==> config.mk <==
export PLATFORM = sky130hd
export DESIGN_NAME = rgb_to_hsl
export DESIGN_NICKNAME = d
export VERILOG_FILES = /design/src/rtl/rth_pkg.sv /design/src/rtl/rgb_to_hsl.sv /design/src/rtl/rth_div.sv
export SDC_FILE = /design/constraint.sdc
export NUM_CORES = 2
export LEC_CHECK = 0
export BUFFER_PORTS_ARGS = -buffer_cell sky130_fd_sc_hd__buf_2
export CELL_PAD_IN_SITES_DETAIL_PLACEMENT = 1
export CELL_PAD_IN_SITES_GLOBAL_PLACEMENT = 1
export CORE_MARGIN = 2
export CORE_UTILIZATION = 50
export DETAILED_ROUTE_END_ITERATION = 10
export GPL_TIMING_DRIVEN = 0
export PLACE_DENSITY = 0.88
export SYNTH_ARGS = -nofsm -noshare
export SYNTH_HDL_FRONTEND = slang
export SYNTH_SLANG_ARGS = --single-unit
==> constraint.sdc <==
create_clock -name i_clk -period 78.4 [get_ports i_clk]
set_clock_uncertainty 0.2 [all_clocks]
set_input_delay 15.68 -clock i_clk [delete_from_list [all_inputs] [get_ports i_clk]]
set_output_delay 15.68 -clock i_clk [all_outputs]
set_load 0.03 [all_outputs]
==> src/rtl/rth_pkg.sv <==
// shared constants for the rgb to hsl converter
package rth_pkg;

    localparam int QUO_BITS  = 16;
    localparam int FRAC_ONE  = 65535;
    localparam int HUE_SIXTY = 3840;
    localparam int HUE_FULL  = 23040;

    localparam logic [1:0] SECT_RED   = 2'd0;
    localparam logic [1:0] SECT_GREEN = 2'd1;
    localparam logic [1:0] SECT_BLUE  = 2'd2;

endpackage

==> src/rtl/rgb_to_hsl.sv <==
// rgb to hsl converter top level
// Converts one RGB pixel per clock into hue (1/64 degree), saturation and
// lightness (16-bit fractions, rounded to nearest) plus an achromatic flag.
// A pixel passes the stage-1 register, then the two parallel bit-per-cycle
// dividers for hue and saturation (one input register plus 16 quotient
// stages each) and the output register. Lightness is a division by a
// constant, done by reciprocal multiplication over the last two stages so
// that it lines up with them. A new pixel enters every cycle, and a stalled
// output holds the whole pipeline.
module rgb_to_hsl #(
    parameter int CHANNEL_BITS = 8
) (
    input  logic                                    i_clk,
    input  logic                                    i_rst_n,
    input  logic                                    i_s_axis_tvalid,
    output logic                                    o_s_axis_tready,
    // red, green, blue
    input  logic [((3*CHANNEL_BITS+7)/8)*8-1:0]     i_s_axis_tdata,
    output logic                                    o_m_axis_tvalid,
    input  logic                                    i_m_axis_tready,
    // hue[14:0], saturation[30:15], lightness[46:31]
    output logic [47:0]                             o_m_axis_tdata,
    // achromatic
    output logic                                    o_m_axis_tuser
);
    import rth_pkg::*;

    localparam int CB = CHANNEL_BITS;
    localparam int NW = CB + 18;
    localparam int DW = CB + 2;
    localparam int TW = CB + 3;
    localparam int QW = QUO_BITS;
    localparam logic [CB:0] CMAX = (CB+1)'((1 << CB) - 1);

    localparam int LN  = CB + 17;
    localparam int LMW = CB + 18;
    localparam int LSH = 2 * CB + 18;
    localparam int PW  = LN + LMW;
    localparam logic [63:0] LIT_D = 64'(2 * ((1 << CB) - 1));
    localparam logic [63:0] LIT_M = ((64'd1 << LSH) + LIT_D - 64'd1) / LIT_D;

    logic en;
    assign en = !o_m_axis_tvalid || i_m_axis_tready;
    assign o_s_axis_tready = en;

    // stage 1: extremes, sum, delta, hue sector offset
    logic [CB-1:0] in_r, in_g, in_b, hi, lo;
    logic [TW-1:0] n_t;
    logic [1:0]    sect;

    assign in_r = i_s_axis_tdata[CB-1:0];
    assign in_g = i_s_axis_tdata[2*CB-1:CB];
    assign in_b = i_s_axis_tdata[3*CB-1:2*CB];

    always_comb begin
        hi = in_r;
        lo = in_r;
        if (in_g > hi) hi = in_g;
        if (in_b > hi) hi = in_b;
        if (in_g < lo) lo = in_g;
        if (in_b < lo) lo = in_b;
        if (in_r == hi)      sect = SECT_RED;
        else if (in_g == hi) sect = SECT_GREEN;
        else                 sect = SECT_BLUE;
        case (sect)
            SECT_RED:
                n_t = (in_g >= in_b) ? TW'(in_g - in_b)
                    : TW'(6 * TW'(hi - lo)) - TW'(in_b - in_g);
            SECT_GREEN:
                n_t = (in_b >= in_r) ? TW'(2 * TW'(hi - lo)) + TW'(in_b - in_r)
                    : TW'(2 * TW'(hi - lo)) - TW'(in_r - in_b);
            default:
                n_t = (in_r >= in_g) ? TW'(4 * TW'(hi - lo)) + TW'(in_r - in_g)
                    : TW'(4 * TW'(hi - lo)) - TW'(in_g - in_r);
        endcase
    end

    logic          r_v1, r_ach1;
    logic [CB:0]   r_sum;
    logic [CB-1:0] r_delta;
    logic [TW-1:0] r_t;

    always_ff @(posedge i_clk) begin
        if (!i_rst_n) begin
            r_v1 <= 1'b0;
        end else if (en) begin
            r_v1 <= i_s_axis_tvalid;
        end
    end

    always_ff @(posedge i_clk) begin
        if (en) begin
            r_sum   <= (CB+1)'(hi) + (CB+1)'(lo);
            r_delta <= hi - lo;
            r_t     <= n_t;
            r_ach1  <= (hi == lo);
        end
    end

    // numerators and denominators for rounded division
    logic [CB:0]   den;
    logic [NW-1:0] sat_n, hue_n;
    logic [DW-1:0] sat_d, hue_d;

    always_comb begin
        den   = (r_sum <= CMAX) ? r_sum : (CB+1)'(2 * (CB+2)'(CMAX) - (CB+2)'(r_sum));
        sat_n = NW'(2) * NW'(r_delta) * NW'(FRAC_ONE) + NW'(den);
        sat_d = DW'(den) << 1;
        hue_n = NW'(2) * NW'(r_t) * NW'(HUE_SIXTY) + NW'(r_delta);
        hue_d = DW'(r_delta) << 1;
    end

    logic [QW-1:0] sat_q, hue_q;

    rth_div #(.NUM_BITS(NW), .DEN_BITS(DW)) u_sat_div (
        .i_clk(i_clk), .i_en(en), .i_num(sat_n), .i_den(sat_d), .o_quo(sat_q)
    );
    rth_div #(.NUM_BITS(NW), .DEN_BITS(DW)) u_hue_div (
        .i_clk(i_clk), .i_en(en), .i_num(hue_n), .i_den(hue_d), .o_quo(hue_q)
    );

    // valid and flag travel beside the dividers
    logic r_vd  [0:QW];
    logic r_achd[0:QW];

    always_ff @(posedge i_clk) begin
        if (!i_rst_n) begin
            for (int i = 0; i <= QW; i++) r_vd[i] <= 1'b0;
        end else if (en) begin
            r_vd[0] <= r_v1;
            for (int i = 1; i <= QW; i++) r_vd[i] <= r_vd[i-1];
        end
    end

    always_ff @(posedge i_clk) begin
        if (en) begin
            r_achd[0] <= r_ach1;
            for (int i = 1; i <= QW; i++) r_achd[i] <= r_achd[i-1];
        end
    end

    // lightness: sum delayed, then split multiply by the reciprocal of 2*max
    logic [CB:0]     r_sumd [0:QW-2];
    logic [LN-1:0]   lit_x;
    logic [LN+15:0]  r_lp_lo;
    logic [PW-17:0]  r_lp_hi;
    logic [PW-1:0]   lit_p;
    logic [QW-1:0]   r_lq;

    always_comb begin
        lit_x = LN'(r_sumd[QW-2]) * LN'(FRAC_ONE) + LN'(CMAX);
        lit_p = (PW'(r_lp_hi) << 16) + PW'(r_lp_lo);
    end

    always_ff @(posedge i_clk) begin
        if (en) begin
            r_sumd[0] <= r_sum;
            for (int i = 1; i <= QW-2; i++) r_sumd[i] <= r_sumd[i-1];
            r_lp_lo <= (LN+16)'(lit_x) * (LN+16)'(LIT_M[15:0]);
            r_lp_hi <= (PW-16)'(lit_x) * (PW-16)'(LIT_M[LMW-1:16]);
            r_lq    <= lit_p[LSH +: QW];
        end
    end

    // output stage: hue wrap and grey override
    logic [14:0] n_hue;
    logic [15:0] n_sat;
    logic        r_ov;
    logic [47:0] r_odata;
    logic        r_ouser;

    always_comb begin
        n_hue = (hue_q >= QW'(HUE_FULL)) ? 15'(hue_q - QW'(HUE_FULL)) : 15'(hue_q);
        n_sat = sat_q;
        if (r_achd[QW]) begin
            n_hue = '0;
            n_sat = '0;
        end
    end

    always_ff @(posedge i_clk) begin
        if (!i_rst_n) begin
            r_ov <= 1'b0;
        end else if (en) begin
            r_ov <= r_vd[QW];
        end
    end

    always_ff @(posedge i_clk) begin
        if (en) begin
            r_odata <= {1'b0, r_lq, n_sat, n_hue};
            r_ouser <= r_achd[QW];
        end
    end

    assign o_m_axis_tvalid = r_ov;
    assign o_m_axis_tdata  = r_odata;
    assign o_m_axis_tuser  = r_ouser;

    a_grey_zero: assert property (@(posedge i_clk) disable iff (!i_rst_n)
        (o_m_axis_tvalid && o_m_axis_tuser) |-> (o_m_axis_tdata[30:0] == 31'd0))
        else $error("grey pixel with nonzero hue or saturation");
    a_hue_range: assert property (@(posedge i_clk) disable iff (!i_rst_n)
        o_m_axis_tvalid |-> (o_m_axis_tdata[14:0] < 15'(HUE_FULL)))
        else $error("hue out of range");
    a_reset_idle: assert property (@(posedge i_clk)
        !i_rst_n |=> !o_m_axis_tvalid)
        else $error("result valid after reset");

endmodule

==> src/rtl/rth_div.sv <==
// pipelined restoring divider, one quotient bit per stage
module rth_div #(
    parameter int NUM_BITS = 26,
    parameter int DEN_BITS = 10
) (
    input  logic                        i_clk,
    input  logic                        i_en,
    input  logic [NUM_BITS-1:0]         i_num,
    input  logic [DEN_BITS-1:0]         i_den,
    output logic [rth_pkg::QUO_BITS-1:0] o_quo
);
    import rth_pkg::*;

    localparam int QW = QUO_BITS;
    localparam int CW = DEN_BITS + QW;

    logic [CW-1:0]       r_rem [0:QW-1];
    logic [DEN_BITS-1:0] r_den [0:QW-1];
    logic [QW-1:0]       r_quo [0:QW];

    always_ff @(posedge i_clk) begin
        if (i_en) begin
            r_rem[0] <= CW'(i_num);
            r_den[0] <= i_den;
            r_quo[0] <= '0;
        end
    end

    for (genvar k = 0; k < QW; k++) begin : g_stage
        localparam int B = QW - 1 - k;
        logic [CW-1:0] n_rem;
        logic [QW-1:0] n_quo;
        logic [CW-1:0] shd;

        always_comb begin
            shd   = CW'(r_den[k]) << B;
            n_rem = r_rem[k];
            n_quo = r_quo[k];
            if (r_rem[k] >= shd) begin
                n_rem    = r_rem[k] - shd;
                n_quo[B] = 1'b1;
            end
        end

        if (k < QW - 1) begin : g_mid
            always_ff @(posedge i_clk) begin
                if (i_en) begin
                    r_rem[k+1] <= n_rem;
                    r_den[k+1] <= r_den[k];
                end
            end
        end

        always_ff @(posedge i_clk) begin
            if (i_en) begin
                r_quo[k+1] <= n_quo;
            end
        end
    end

    assign o_quo = r_quo[QW];

endmodule
==> metrics.yaml <==
syn_nets: 7536
globalplace.congestion: 0.896
grt_max_degree: 79
detail-route-antenna-nets: 0
finalSetupTns_ns: 0
grt_overflow: 0
pin_count: 79
initial_core_util_pct: 50.4
cts_buffers: 157
grt_pass1_wl_um: 330000
ys_warn_count: 0
grt_util_met2_pct: 48.7
drive_gt1_share_pct: 6.26
grt_antenna_before_repair: 1
status: "finished, final reports clean"
cp-startpoint: "i_m_axis_tready"
fin_hold_ws_ns: 0.204
yosysTopAreaCellShare_pct: 55.7
cts_tree: "built"
use_met1_pct: 25.0
busiest_layer: "met2"
r2r_start: "u_hue_div.r_rem[1][156]$_DFFE_PP_"
yosysSeqAreaShare_pct: 55.7
synth_area_leaders: "edfxtp_1 (56%), ha_1 (9.5%), xnor2_1 (3.9%)"
synthCells: 6735
grt_pass1_vias: 60300
post-dp-hpwl_um: 148000
area_growth_pct: 11.1
drcViolationCount: 0
first_iter_violations: 3432
stdcell_area_um2: 91200
clockBufferDepth: 3
htree_levels: 4
n_antenna_cell: 0
coreArea_um2: 163000
post-cts-setup-buffer-count: 0
dieArea_um2: 168000
num_vias: 54000
path_cells: "buf_2, nor2b_1, inv_1, clkbuf_4, buf_16, buf_16, buf_16, buf_16, buf_16, buf_16, buf_2"
root_buffer: "clkbuf_16"
worstMarginPinSlew_ns: 1.29
fp.dieW_um: 409
cts.sinks: 1525
critical_path.endpoint_type: "output pin"
cts_resized: 0
layout.nets: 7794
drv_cap: 0
r2r-end: "r_lp_lo[34]$_DFFE_PP_"
critPathArrivalTime_ns: 19.26
hold_class: "reg -> reg"
use_met3_pct: 2.90
ff2ff_path_depth: 29
grt.total_usage_pct: 24.8
ys_async_sr_fraction_pct: 0
viasPerCell: 5.81
fin_ws_ns: 43.26
synth.most_common_cell: "edfxtp_1"
setup_viol: 0
holdBufCountCts: 0
io_buffers: 76
dp_slack_ns: 43.21
criticalPathCategory: "in -> out"
fmax_mhz: 28.5
syn_area_per_cell_um2: 12.2
max_slew_margin_pct: 14.0
drtPass1Iterations: 7
cpMostUsedCell: "buf_16"
crit_fanout: 74
critPathRequiredTime_ns: 62.52
slowest_delay_ns: 0.69
synth_top_area_cell: "edfxtp_1"
ys_top_cells_by_count: "edfxtp_1 (1,523), inv_1 (717), ha_1 (623)"
clkSlewWorstSetupHoldPaths_ns: 0.06
synthDistinctLibCells: 103
critPathLaunchType: "input pin"
rows: 148
synth_flop_cell: "edfxtp_1"
min_period_over_period_pct: 44.8
clock_latency_ns: 0.80
yosys_register_bits: 1525
placed_area_um2: 85900
wire_per_inst_um: 22.5
fin_crit_ns: 35.14
synth_edf_count: 1523
rsz0062_at_grt: "false"
rrSetupSlack_ns: 68.33
netlist_area_um2: 82200
worstSetupEndpoint: "o_s_axis_tready"
wl_um: 209000
cp_slowest_cell: "clkbuf_4"
hold_violations: 0
fp.dieH_um: 409
finalMaxSlewViolations: 0
==> routing by layer <==
layer | routed length (um) | vias to the layer above
met4 | 12200 | 0
met5 | 0 | -
met3 | 6050 | 689
met1 | 74900 | 27100
li1 | - | 24900
met2 | 116000 | 1384
==> cells in the final DEF, fill, tap and decap left out, types with 101 or more instances in the layout <==
cell       Yosys  layout
nor2_1       478     478
inv_1        717     717
xnor2_1      368     367
edfxtp_1    1523    1523
clkbuf_16      0     162
a21o_1       115     115
nand2b_1     101     101
a21oi_1      375     375
xor2_1       209     209
nand3_1      102     102
nand2_1      377     377
fa_1         150     150
ha_1         623     623
o21ai_0      288     288
nor3_1       114     114
nor2b_1      125     125
==> stage by stage <==
stage	utilization, %	instances
after floorplan	-	6735
after CTS	56.0	9296
final	56.0	9296
after global routing	56.0	9296
after detailed placement	52.7	9009
after global placement	52.3	8986
==> cells by family after synthesis <==
| family | after synthesis | share of synthesized area (%) |
|---|---|---|
| compound gates | 1179 | 9.01 |
| xor+xnor | 579 | 6.20 |
| fa+ha+maj | 778 | 13.2 |
| buf+inv | 825 | 3.84 |
| flops | 1525 | 55.7 |
| mux | 85 | 1.08 |
| other cells | 1 | 0.00456 |
| simple gates | 1763 | 10.9 |
==> final cells by class <==
class,instances,area [um2]
timing repair buffer,99,1010
clock inverter,100,1170
buffer,105,458
fill,16500,71700
tap,2175,2720
inverter,720,2700
multi-input combinational,4385,33200
clock buffer,187,4180
sequential,1525,45800
==> state kept, by name (all words and copies together) (netlist names) <==
signal           flops
o_m_axis_tdata      47
o_m_axis_tuser       1
o_m_axis_tvalid      1
r_ach1               1
r_achd              17
r_delta              7
r_lp_hi             33
r_lp_lo             18
r_lq                16
r_sum                9
r_sumd             120
r_t                 11
r_v1                 1
r_vd                17
u_hue_div.r_den     91
u_hue_div.r_quo    136
u_hue_div.r_rem    335
u_sat_div.r_den    128
u_sat_div.r_quo    136
u_sat_div.r_rem    400
==> worst min path at each step <==
stage	end	slack, ns	from	depth (start not counted)
finish	r_sumd[1][49]$_DFFE_PP_	0.20	r_sumd[1][40]$_DFFE_PP_	0
global route	u_sat_div.r_quo[16][14]$_DFFE_PP_	0.21	u_sat_div.r_quo[15][14]$_DFFE_PP_	0
CTS	u_sat_div.r_quo[16][14]$_DFFE_PP_	0.21	u_sat_div.r_quo[15][14]$_DFFE_PP_	0
detailed placement	u_hue_div.r_quo[2][29]$_DFFE_PP_	0.21	u_hue_div.r_quo[2][13]$_DFFE_PP_	0
global placement	r_sumd[1][19]$_DFFE_PP_	0.20	r_sumd[1][10]$_DFFE_PP_	0
floorplan	o_m_axis_tdata[31]$_DFFE_PP_	0.20	r_lq[0]$_DFFE_PP_	0
==> critical path, delay by kind of cell <==
family	cells	cell delay, ns
buf+inv	10	3.24
simple gates	1	0.07
Power is left out: the tool's default activity adds up to more than one toggle a clock period on the data nets, which glitch-free logic cannot reach.
